### src/rtl/htfd_pkg.sv
// Shared types, codes and arithmetic helpers for the humidity/temperature frame decoder.
`default_nettype none

package htfd_pkg;

    localparam logic [7:0] CRC_POLY = 8'h31;
    localparam logic [7:0] CRC_INIT = 8'hFF;

    localparam int QUEUE_DEPTH = 4;
    localparam int QUEUE_AW    = $clog2(QUEUE_DEPTH);

    localparam logic [2:0] POS_TEMP_HI  = 3'd0;
    localparam logic [2:0] POS_TEMP_LO  = 3'd1;
    localparam logic [2:0] POS_TEMP_CRC = 3'd2;
    localparam logic [2:0] POS_HUMI_HI  = 3'd3;
    localparam logic [2:0] POS_HUMI_LO  = 3'd4;
    localparam logic [2:0] POS_HUMI_CRC = 3'd5;

    localparam logic [1:0] REG_TEMP_MIN = 2'd0;
    localparam logic [1:0] REG_TEMP_MAX = 2'd1;
    localparam logic [1:0] REG_HUMI_MIN = 2'd2;
    localparam logic [1:0] REG_HUMI_MAX = 2'd3;

    localparam logic signed [14:0] TEMP_MIN_RESET = -15'sd4000;
    localparam logic signed [14:0] TEMP_MAX_RESET = 15'sd12500;
    localparam logic [13:0]        HUMI_MIN_RESET = 14'd0;
    localparam logic [13:0]        HUMI_MAX_RESET = 14'd10000;

    typedef enum logic [1:0] {
        STATUS_OK    = 2'd0,
        STATUS_CRC   = 2'd1,
        STATUS_RANGE = 2'd2
    } status_t;

    typedef struct packed {
        logic        crc_fail;
        logic [15:0] temp_word;
        logic [15:0] humi_word;
    } frame_t;

    typedef struct packed {
        logic signed [14:0] temp_min;
        logic signed [14:0] temp_max;
        logic [13:0]        humi_min;
        logic [13:0]        humi_max;
    } limits_t;

    function automatic logic [7:0] crc8_update(input logic [7:0] crc, input logic [7:0] b);
        logic [7:0] c;
        c = crc ^ b;
        for (int k = 0; k < 8; k++) begin
            if (c[7])
            begin
                c = {c[6:0], 1'b0} ^ CRC_POLY;
            end
            else
            begin
                c = {c[6:0], 1'b0};
            end
        end
        return c;
    endfunction

    // m already carries the rounding offset; valid for m below 2^31
    function automatic logic [15:0] div_65535(input logic [31:0] m);
        logic [15:0] q1;
        logic [16:0] r;
        q1 = m[31:16];
        r  = {1'b0, m[15:0]} + {1'b0, q1};
        return q1 + 16'(r >= 17'd65535);
    endfunction

endpackage

`default_nettype wire

### src/rtl/htfd_front.sv
// Byte intake: frame position tracking, CRC check and word assembly.
`default_nettype none

module htfd_front
    import htfd_pkg::*;
(
    input  wire logic   clk,
    input  wire logic   rst_n,
    input  wire logic   byte_valid,
    input  wire logic   byte_take,
    input  wire logic [7:0] data_byte,
    input  wire logic   frame_start,
    output frame_t      frame_out,
    output logic        frame_push
);

    logic [2:0]  pos_reg, pos_next;
    logic [7:0]  crc_reg, crc_next;
    logic        fail_reg, fail_next;
    logic [15:0] temp_reg, temp_next;
    logic [15:0] humi_reg, humi_next;

    logic [2:0]  pos;
    logic [7:0]  crc_base;
    logic        fail_base;
    logic        accept;

    assign accept = byte_valid && byte_take;

    always_comb
    begin
        pos = (frame_start || pos_reg > POS_HUMI_CRC) ? POS_TEMP_HI : pos_reg;
        crc_base  = (pos == POS_TEMP_HI) ? CRC_INIT : crc_reg;
        fail_base = (pos == POS_TEMP_HI) ? 1'b0 : fail_reg;
        temp_next = temp_reg;
        humi_next = humi_reg;
        crc_next  = crc_base;
        fail_next = fail_base;
        unique case (pos)
            POS_TEMP_HI:
            begin
                temp_next = {data_byte, temp_reg[7:0]};
                crc_next  = crc8_update(crc_base, data_byte);
            end
            POS_TEMP_LO:
            begin
                temp_next = {temp_reg[15:8], data_byte};
                crc_next  = crc8_update(crc_base, data_byte);
            end
            POS_HUMI_HI:
            begin
                humi_next = {data_byte, humi_reg[7:0]};
                crc_next  = crc8_update(crc_base, data_byte);
            end
            POS_HUMI_LO:
            begin
                humi_next = {humi_reg[15:8], data_byte};
                crc_next  = crc8_update(crc_base, data_byte);
            end
            default:
            begin
                fail_next = fail_base || (data_byte != crc_base);
                crc_next  = CRC_INIT;
            end
        endcase
        pos_next = (pos == POS_HUMI_CRC) ? POS_TEMP_HI : pos + 3'd1;
    end

    assign frame_push = accept && (pos == POS_HUMI_CRC);
    assign frame_out  = '{crc_fail: fail_next, temp_word: temp_next, humi_word: humi_next};

    always_ff @(posedge clk or negedge rst_n)
    begin
        if (!rst_n)
        begin
            pos_reg  <= POS_TEMP_HI;
            crc_reg  <= CRC_INIT;
            fail_reg <= 1'b0;
            temp_reg <= '0;
            humi_reg <= '0;
        end
        else if (accept)
        begin
            pos_reg  <= pos_next;
            crc_reg  <= crc_next;
            fail_reg <= fail_next;
            temp_reg <= temp_next;
            humi_reg <= humi_next;
        end
    end

endmodule

`default_nettype wire

### src/rtl/htfd_queue.sv
// Short frame queue between intake and conversion.
`default_nettype none

module htfd_queue
    import htfd_pkg::*;
(
    input  wire logic clk,
    input  wire logic rst_n,
    input  wire logic push,
    input  frame_t    push_data,
    output logic      full,
    input  wire logic pop,
    output logic      head_valid,
    output frame_t    head
);

    frame_t                entry_reg [QUEUE_DEPTH];
    logic [QUEUE_AW-1:0]   wr_ptr_reg, rd_ptr_reg;
    logic [QUEUE_AW:0]     count_reg, count_next;
    logic                  do_push, do_pop;

    assign full       = (count_reg == (QUEUE_AW+1)'(QUEUE_DEPTH));
    assign head_valid = (count_reg != '0);
    assign head       = entry_reg[rd_ptr_reg];
    assign do_push    = push && !full;
    assign do_pop     = pop && head_valid;

    always_comb
    begin
        count_next = count_reg;
        case ({do_push, do_pop})
            2'b10:   count_next = count_reg + 1'b1;
            2'b01:   count_next = count_reg - 1'b1;
            default: count_next = count_reg;
        endcase
    end

    always_ff @(posedge clk)
    begin
        if (do_push)
        begin
            entry_reg[wr_ptr_reg] <= push_data;
        end
    end

    always_ff @(posedge clk or negedge rst_n)
    begin
        if (!rst_n)
        begin
            wr_ptr_reg <= '0;
            rd_ptr_reg <= '0;
            count_reg  <= '0;
        end
        else
        begin
            if (do_push)
            begin
                wr_ptr_reg <= wr_ptr_reg + 1'b1;
            end
            if (do_pop)
            begin
                rd_ptr_reg <= rd_ptr_reg + 1'b1;
            end
            count_reg <= count_next;
        end
    end

endmodule

`default_nettype wire

### src/rtl/htfd_back.sv
// Conversion pipeline: scaling, range check, rounding and the result register.
`default_nettype none

module htfd_back
    import htfd_pkg::*;
(
    input  wire logic   clk,
    input  wire logic   rst_n,
    input  limits_t     limits,
    input  wire logic   head_valid,
    input  frame_t      head,
    output logic        pop,
    output logic        out_valid,
    input  wire logic   out_take,
    output logic [46:0] out_data
);

    logic adv;

    // stage 1: scaled words and limit products
    logic                s1_valid_reg;
    logic                s1_fail_reg;
    logic [30:0]         s1_at_reg, s1_at_next;
    logic [29:0]         s1_ah_reg, s1_ah_next;
    logic [23:0]         s1_bt_reg, s1_bt_next;
    logic [22:0]         s1_bh_reg, s1_bh_next;
    logic signed [32:0]  s1_ltmin_reg, s1_ltmin_next;
    logic signed [32:0]  s1_ltmax_reg, s1_ltmax_next;
    logic [29:0]         s1_lhmin_reg, s1_lhmin_next;
    logic [29:0]         s1_lhmax_reg, s1_lhmax_next;
    logic signed [15:0]  xmin, xmax;

    // stage 2: range flag and rounding offsets
    logic                s2_valid_reg;
    logic                s2_fail_reg;
    logic                s2_range_reg, s2_range_next;
    logic [30:0]         s2_mt_reg;
    logic [29:0]         s2_mh_reg;
    logic [23:0]         s2_mbt_reg;
    logic [22:0]         s2_mbh_reg;

    // result register
    logic                out_valid_reg;
    logic [46:0]         out_data_reg, out_data_next;

    logic [15:0]         qt, qh, qbt, qbh;
    status_t             status;

    assign adv = !out_valid_reg || out_take;
    assign pop = adv && head_valid;

    always_comb
    begin
        s1_at_next = 31'(32'(head.temp_word) * 32'd17500);
        s1_ah_next = 30'(32'(head.humi_word) * 32'd10000);
        s1_bt_next = 24'(32'(head.temp_word) * 32'd175);
        s1_bh_next = 23'(32'(head.humi_word) * 32'd100);
        xmin = 16'(limits.temp_min) + 16'sd4500;
        xmax = 16'(limits.temp_max) + 16'sd4500;
        s1_ltmin_next = $signed({xmin[15], xmin, 16'h0000}) - $signed({{17{xmin[15]}}, xmin});
        s1_ltmax_next = $signed({xmax[15], xmax, 16'h0000}) - $signed({{17{xmax[15]}}, xmax});
        s1_lhmin_next = {limits.humi_min, 16'h0000} - {16'h0000, limits.humi_min};
        s1_lhmax_next = {limits.humi_max, 16'h0000} - {16'h0000, limits.humi_max};
    end

    assign s2_range_next = ($signed({2'b00, s1_at_reg}) < s1_ltmin_reg)
                        || ($signed({2'b00, s1_at_reg}) > s1_ltmax_reg)
                        || (s1_ah_reg < s1_lhmin_reg)
                        || (s1_ah_reg > s1_lhmax_reg);

    always_comb
    begin
        qt  = div_65535({1'b0, s2_mt_reg});
        qh  = div_65535({2'b00, s2_mh_reg});
        qbt = div_65535({8'h00, s2_mbt_reg});
        qbh = div_65535({9'h000, s2_mbh_reg});
        if (s2_fail_reg)
        begin
            status = STATUS_CRC;
        end
        else if (s2_range_reg)
        begin
            status = STATUS_RANGE;
        end
        else
        begin
            status = STATUS_OK;
        end
        out_data_next = '0;
        out_data_next[1:0] = status;
        if (status == STATUS_OK)
        begin
            out_data_next[16:2]  = 15'(qt - 16'd4500);
            out_data_next[30:17] = 14'(qh);
            out_data_next[39:31] = 9'(qbt - 16'd45);
            out_data_next[46:40] = 7'(qbh);
        end
    end

    always_ff @(posedge clk)
    begin
        if (adv)
        begin
            s1_fail_reg  <= head.crc_fail;
            s1_at_reg    <= s1_at_next;
            s1_ah_reg    <= s1_ah_next;
            s1_bt_reg    <= s1_bt_next;
            s1_bh_reg    <= s1_bh_next;
            s1_ltmin_reg <= s1_ltmin_next;
            s1_ltmax_reg <= s1_ltmax_next;
            s1_lhmin_reg <= s1_lhmin_next;
            s1_lhmax_reg <= s1_lhmax_next;
            s2_fail_reg  <= s1_fail_reg;
            s2_range_reg <= s2_range_next;
            s2_mt_reg    <= s1_at_reg + 31'd32767;
            s2_mh_reg    <= s1_ah_reg + 30'd32767;
            s2_mbt_reg   <= s1_bt_reg + 24'd32767;
            s2_mbh_reg   <= s1_bh_reg + 23'd32767;
            out_data_reg <= out_data_next;
        end
    end

    always_ff @(posedge clk or negedge rst_n)
    begin
        if (!rst_n)
        begin
            s1_valid_reg  <= 1'b0;
            s2_valid_reg  <= 1'b0;
            out_valid_reg <= 1'b0;
        end
        else if (adv)
        begin
            s1_valid_reg  <= head_valid;
            s2_valid_reg  <= s1_valid_reg;
            out_valid_reg <= s2_valid_reg;
        end
    end

    assign out_valid = out_valid_reg;
    assign out_data  = out_data_reg;

endmodule

`default_nettype wire

### src/rtl/humidity_temp_frame_decoder.sv
// Top level of the humidity/temperature frame decoder.
// Takes one frame byte per cycle on s_axis while s_axis_tready is high (tuser marks a frame
// start). After the sixth byte of a frame the decoded result leaves on m_axis through the
// conversion pipeline. s_axis_tready falls only when the four-entry frame queue between
// intake and conversion is full, which happens only under sustained back pressure on
// m_axis. Limit registers are written through cfg and always accepted.
`default_nettype none

module humidity_temp_frame_decoder
    import htfd_pkg::*;
(
    input  wire logic        clk,
    input  wire logic        rst_n,
    input  wire logic        s_axis_tvalid,
    output logic             s_axis_tready,
    input  wire logic [7:0]  s_axis_tdata,   // [7:0] data_byte
    input  wire logic [0:0]  s_axis_tuser,   // [0] frame_start
    output logic             m_axis_tvalid,
    input  wire logic        m_axis_tready,
    output logic [47:0]      m_axis_tdata,   // [1:0] status, [16:2] temperature_centi,
                                             // [30:17] humidity_centi,
                                             // [39:31] temperature_whole,
                                             // [46:40] humidity_whole, [47] zero
    input  wire logic        cfg_valid,
    output logic             cfg_ready,
    input  wire logic [1:0]  cfg_index,
    input  wire logic [14:0] cfg_data
);

    limits_t     limits_reg, limits_next;
    frame_t      front_frame, q_head;
    logic        front_push, q_full, q_head_valid, q_pop;
    logic [46:0] out_data;

    assign cfg_ready     = 1'b1;
    assign s_axis_tready = !q_full;

    always_comb
    begin
        limits_next = limits_reg;
        unique case (cfg_index)
            REG_TEMP_MIN: limits_next.temp_min = $signed(cfg_data);
            REG_TEMP_MAX: limits_next.temp_max = $signed(cfg_data);
            REG_HUMI_MIN: limits_next.humi_min = cfg_data[13:0];
            REG_HUMI_MAX: limits_next.humi_max = cfg_data[13:0];
            default:      limits_next = limits_reg;
        endcase
    end

    always_ff @(posedge clk or negedge rst_n)
    begin
        if (!rst_n)
        begin
            limits_reg <= '{temp_min: TEMP_MIN_RESET, temp_max: TEMP_MAX_RESET,
                            humi_min: HUMI_MIN_RESET, humi_max: HUMI_MAX_RESET};
        end
        else if (cfg_valid && cfg_ready)
        begin
            limits_reg <= limits_next;
        end
    end

    htfd_front u_front (
        .clk         (clk),
        .rst_n       (rst_n),
        .byte_valid  (s_axis_tvalid),
        .byte_take   (s_axis_tready),
        .data_byte   (s_axis_tdata),
        .frame_start (s_axis_tuser[0]),
        .frame_out   (front_frame),
        .frame_push  (front_push)
    );

    htfd_queue u_queue (
        .clk        (clk),
        .rst_n      (rst_n),
        .push       (front_push),
        .push_data  (front_frame),
        .full       (q_full),
        .pop        (q_pop),
        .head_valid (q_head_valid),
        .head       (q_head)
    );

    htfd_back u_back (
        .clk        (clk),
        .rst_n      (rst_n),
        .limits     (limits_reg),
        .head_valid (q_head_valid),
        .head       (q_head),
        .pop        (q_pop),
        .out_valid  (m_axis_tvalid),
        .out_take   (m_axis_tready),
        .out_data   (out_data)
    );

    assign m_axis_tdata = {1'b0, out_data};

endmodule

`default_nettype wire

### config.mk
export PLATFORM = sky130hd
export DESIGN_NAME = humidity_temp_frame_decoder
export DESIGN_NICKNAME = d
export VERILOG_FILES = /design/src/rtl/htfd_pkg.sv /design/src/rtl/htfd_front.sv /design/src/rtl/htfd_queue.sv /design/src/rtl/htfd_back.sv /design/src/rtl/humidity_temp_frame_decoder.sv
export SDC_FILE = /design/constraint.sdc
export NUM_CORES = 2
export LEC_CHECK = 0
export ABC_AREA = 1
export BUFFER_PORTS_ARGS = -buffer_cell sky130_fd_sc_hd__buf_2
export CAP_MARGIN = 20
export CORE_MARGIN = 3
export CORE_UTILIZATION = 50
export CTS_BUF_LIST = sky130_fd_sc_hd__clkbuf_16
export CTS_CLUSTER_DIAMETER = 50
export DETAILED_ROUTE_END_ITERATION = 10
export MAX_ROUTING_LAYER = met4
export PLACE_DENSITY = 0.64
export RECOVER_POWER = 25
export SYNTH_ARGS = -nofsm -noshare
export SYNTH_HDL_FRONTEND = slang
export SYNTH_SLANG_ARGS = --single-unit
### constraint.sdc
create_clock -name clk -period 22.5 [get_ports clk]
set_clock_uncertainty 0.05 [all_clocks]
set_input_delay 4.5 -clock clk [delete_from_list [all_inputs] [get_ports clk]]
set_output_delay 4.5 -clock clk [all_outputs]
set_load 0.005 [all_outputs]
**Word level (Yosys, flattened, before mapping)**

Memories as Yosys holds them, arrays and structs flattened.
Index checks and enable logic that the tools add are counted.

- Register bits after elaboration: 496
- RAM bits: 132
- Logic and storage cells: 205
- Memories: 1

Memory list:

| memory | words | bits a word | rd ports | clocked after memory_dff | write ports | RTL line | RTL |
|---|---|---|---|---|---|---|---|
| u_queue.entry_reg | 4 | 33 | 1 | 0 | 1 | htfd_queue.sv:17 | `frame_t entry_reg [QUEUE_DEPTH];` |

- Add/sub/neg operators: 25
- Multipliers: 4
- $lt $le $gt $ge: 9
- Equality and inequality tests: 11
- Mux-type cells: 70
- Bitwise logic cells: 30
- Reduce and logical (&&, ||, !) cells: 23

Operators by type and width:

| operator | count |
|---|---|
| $mux 8 | 29 |
| $mux 6 | 29 |
| $not 3->3 | 29 |
| $ge 17x16->1 const B | 4 |
| $sub 32x16->33 | 2 |
| $pmux 16 s2 | 2 |
| $sub 30x14->30 | 2 |
| $gt 32x33->1 | 1 |
| $lt 32x33->1 | 1 |
| $add 15x14->16 const B | 2 |
| $pmux 8 s4 | 1 |
| $add 31x15->31 const B | 1 |
| $add 30x15->30 const B | 1 |
| $gt 30x30->1 | 1 |
| $lt 30x30->1 | 1 |
| $mul 16x13->29 const B | 1 |
| $mul 16x10->26 const B | 1 |
| $add 24x15->24 const B | 1 |
| $mul 16x8->24 const B | 1 |
| $add 23x15->23 const B | 1 |
| $mul 16x5->21 const B | 1 |
| $add 16x14->17 | 1 |
| $add 16x15->17 | 1 |
| $add 16x7->17 | 1 |
| other kinds (31) | 57 |

**Logic depth before layout (Yosys ltp)**

- Word-level depth: 30
- Gate-level depth with buffers: 29

**By module**

Synthesis repeated with hierarchy kept, for this count alone.

- Cell total of the unflattened synthesis: 5,061
- Area, all modules: 44,811.7 um^2

Modules (own cells, without submodules):

| module | times used | cells an instance | area each (um^2) |
|---|---|---|---|
| htfd_back | 1 | 3,977 | 33,973.8 |
| htfd_queue | 1 | 445 | 5,694.2 |
| htfd_front | 1 | 375 | 2,693.8 |
| humidity_temp_frame_decoder | 1 | 264 | 2,449.8 |

**Worst setup path after synthesis**

OpenSTA, ideal clock, no wires.

- Path kind: input to register
- From: input m_axis_tready
- To: register u_back.out_data_reg[0], in the netlist u_back.out_data[0], enable pin
- Data arrival time: 11,657 ps
- Setup slack: 10,076 ps
- Cell stages on the path: 2
- Buffers on the path: 0
- Cells stage by stage: nor2_1 > inv_1

- Longest elaborated chain between the ends: 1

RTL lines:

| item | RTL line | RTL |
|---|---|---|
| start, declared | humidity_temp_frame_decoder.sv:19 | `input wire logic m_axis_tready,` |
| $logic_or 1x1->1 | htfd_back.sv:49 | `assign adv = !out_valid_reg \|\| out_take;` |
| end signal, assigned | htfd_back.sv:119 | `out_data_reg <= out_data_next;` |
| end, declared | htfd_back.sv:44 | `logic [46:0] out_data_reg, out_data_next;` |

No other way between the ends.
A chain may end at the register's enable or synchronous reset.

**Final worst setup path**

- From: register u_queue.rd_ptr_reg[0]
- To: register u_back.s1_at_reg[26], data pin

- Longest elaborated chain between the ends: 2

RTL lines:

| item | RTL line | RTL |
|---|---|---|
| start, declared | htfd_queue.sv:18 | `logic [QUEUE_AW-1:0] wr_ptr_reg, rd_ptr_reg;` |
| start signal, assigned | htfd_queue.sv:62 | `rd_ptr_reg <= rd_ptr_reg + 1'b1;` |
| $mem_v2 4x33 | n/a |  |
| $mul 16x13->29 | htfd_back.sv:54 | `s1_at_next = 31'(32'(head.temp_word) * 32'd17500);` |
| net u_back.s1_at_next[26] | htfd_back.sv:23 | `logic [30:0] s1_at_reg, s1_at_next;` |
| end signal, assigned | htfd_back.sv:105 | `s1_at_reg <= s1_at_next;` |
| end, declared | htfd_back.sv:23 |  |

The timed path passes the listed nets, and every way through them passes these cells.

==> impl_metrics.yaml <==
die:
  die_w_um: 303
  num_io_pins: 82
  die_height_um: 303
  start_util_pct: 50.6
  die-area_um2: 91900
  fp-row-count: 108
  design.core.area_um2: 87200
yosys:
  synthAdderAreaFrac_pct: 20.2
  ys_seq_elements: 610
  ys_top_cells_by_count: "inv_1, nand2_1, edfxtp_1"
  syn-instance-count: 4934
  synth_edf_count: 498
  yosysMostFrequentCell: "inv_1"
  synth_nets: 5592
  post-synth-top-area-cell: "edfxtp_1"
  syn_avg_cell_area_um2: 8.95
  synth_compound_area_share_pct: 8.69
  ys_seq_area_share_pct: 40.3
  synth-main-ff-cell: "edfxtp_1"
  synth_top_family_by_area: "adder cells"
  ys_warn_count: 0
  yosys-top-cells-area: "edfxtp_1, ha_1, inv_1, nand2_1, fa_1"
  synth-simple-area-share_pct: 17.2
  yosys.area.top_type_share_pct: 33.9
  synthMuxAreaShare_pct: 0
  async_flop_share_pct: 18.4
  synth-xor-area-share_pct: 5.10
  synth.cell_area_um2: 44100
  yosysUniqueCellTypes: 63
drt:
  drc: 0
  drt_pass1_iterations: 5
  finalWirelength_mm: 103
  drt_iter0_drc: 2295
  post_drt_via_cell_ratio: 5.25
  vias: 33087
  postRouteAntennaNets: 0
  wire_per_inst_um: 16.3
grt:
  overflow: 0
  antenna_found_initial: 1
  track_usage_pct: 23.5
  grt_pass1_wl_mm: 166
  grt_max_degree: 183
  grt_pass1_vias: 31703
worst_setup_path:
  worstSetupEndpointType: "register"
  arrival_ns: 8.49
  cp_max_fo: 42
  timing_worst_setup_path_type: "register to register"
  cp.required_ns: 22.85
  start_kind: "register"
clock_network:
  ctsHtreeMaxLevel: 3
  cts_buffers: 80
  cts.sinks: 610
  cts_buffer_depth: 3
  root_buffer: "clkbuf_16"
  hold_buffers: 0
  clkTransAtPathRegs_ns: 0.06
  clk_latency_ns: 0.64
  cts_tree: "built"
  postCtsSetupBuffers: 0
  cts.repair.resized: 0
outcome:
  status: "finished with violations"
  violations: "capacitance limit, slew limit"
cells_and_area:
  antennaDiodeCount: 0
  syn_to_final_growth_pct: 10.2
  drive_above_1_share_pct: 6.40
  nets: 5733
  largest_register_ffs: 132
timing:
  fmax_ghz: 0.123
  timing.final.crit_share_pct: 36.2
  hold_viol: 0
  slew_violations: 99
  setup_viol: 0
  rsz0062_at_grt: "false"
  max_slew.worst_pin.slew_ns: 3.15
  finalSetupTns_ns: 0
  period_needed_ns: 8.14
  relSlewSlack_pct: -110
hold_path:
  worstHoldPathType: "register to register"
place:
  portBuffers: 79
  dpl.hpwl_mm: 79.4
  gp_congestion: 0.956
job:
  cap_violations: 2
-- stage by stage --
stage                     std cells  hold WS, ns  utilization (%)  worst slack, ns  area [um^2]
after floorplan                4934        0.350                -            10.08        44100
after global placement         6143        0.395             52.8            15.52        46000
after detailed placement       6144        0.394             52.8            15.46        46000
after CTS                      6293        0.404             55.9            15.87        48700
after global routing           6297        0.409             55.8            13.59        48600
final                          6297        0.409             55.8            14.36        48600
-- worst max-delay path, stage by stage, from the launching register on --
cell and delay [ns]:
dfrtp_1 0.72, inv_1 0.76, clkbuf_1 1.44, o21ai_0 0.22, o22ai_1 0.86, ha_1 0.38, fa_1 0.44, ha_1 0.30
ha_1 0.29, fa_1 0.58, inv_1 0.07, fa_1 0.46, o21ai_1 0.22, a21oi_1 0.16, o21ai_1 0.27, a21oi_1 0.17
o21bai_1 0.23, nand2_1 0.11, nand3_1 0.08, nand2_1 0.05
-- final timing paths --
path                                                   start                                to  slack (ns)  cells past startpoint
min                             u_back.s1_fail_reg$_DFFE_PN_      u_back.s2_fail_reg$_DFFE_PN_        0.41                      0
min reg2reg                     u_back.s1_fail_reg$_DFFE_PN_      u_back.s2_fail_reg$_DFFE_PN_        0.41                      0
max reg2reg                u_queue.rd_ptr_reg[0]$_DFFE_PN0P_    u_back.s1_at_reg[26]$_DFFE_PN_       14.36                     19
max in group asynchronous                              rst_n         limits_reg[2]$_DFFE_PN0P_       15.42                      2
max                        u_queue.rd_ptr_reg[0]$_DFFE_PN0P_    u_back.s1_at_reg[26]$_DFFE_PN_       14.36                     19
min in group asynchronous                              rst_n  u_queue.count_reg[2]$_DFFE_PN0P_        4.85                      1
-- cell families after synthesis --
group           after synthesis
simple gates               1767
buf+inv                     993
compound gates              681
fa+ha+maj                   627
flops                       610
xor+xnor                    254
other cells                   2
-- cell type report --
class | count | area (um^2)
Multi-Input combinational cell | 3331 | 22500
Fill cell | 7931 | 38500
Tap cell | 1155 | 1450
Clock inverter | 66 | 583
Sequential cell | 610 | 17800
Clock buffer | 83 | 2080
Timing Repair Buffer | 111 | 716
Inverter | 941 | 3540
-- placed cells by master, fill, tap and decap left out, drive strengths merged, types with 88 or more instances in the layout --
cell / n
nand2: 949
inv: 961
nor2: 418
edfxtp: 498
nand3: 189
dfrtp: 88
xor2: 170
a21oi: 275
o21ai: 245
buf: 109
fa: 142
ha: 485
-- metal layers --
layer	share of wire, %	vias to the layer above	wire, um	global-route usage [%]
met5	0	-	0	-
met4	2.3	0	2320	5.75
met3	4.9	138	5040	2.68
met2	45	705	46300	36.5
met1	48	15648	49200	33.1
li1	-	16596	-	-
Power is left out: the tool's default activity adds up to more than one toggle a clock period on the data nets, which glitch-free logic cannot reach.
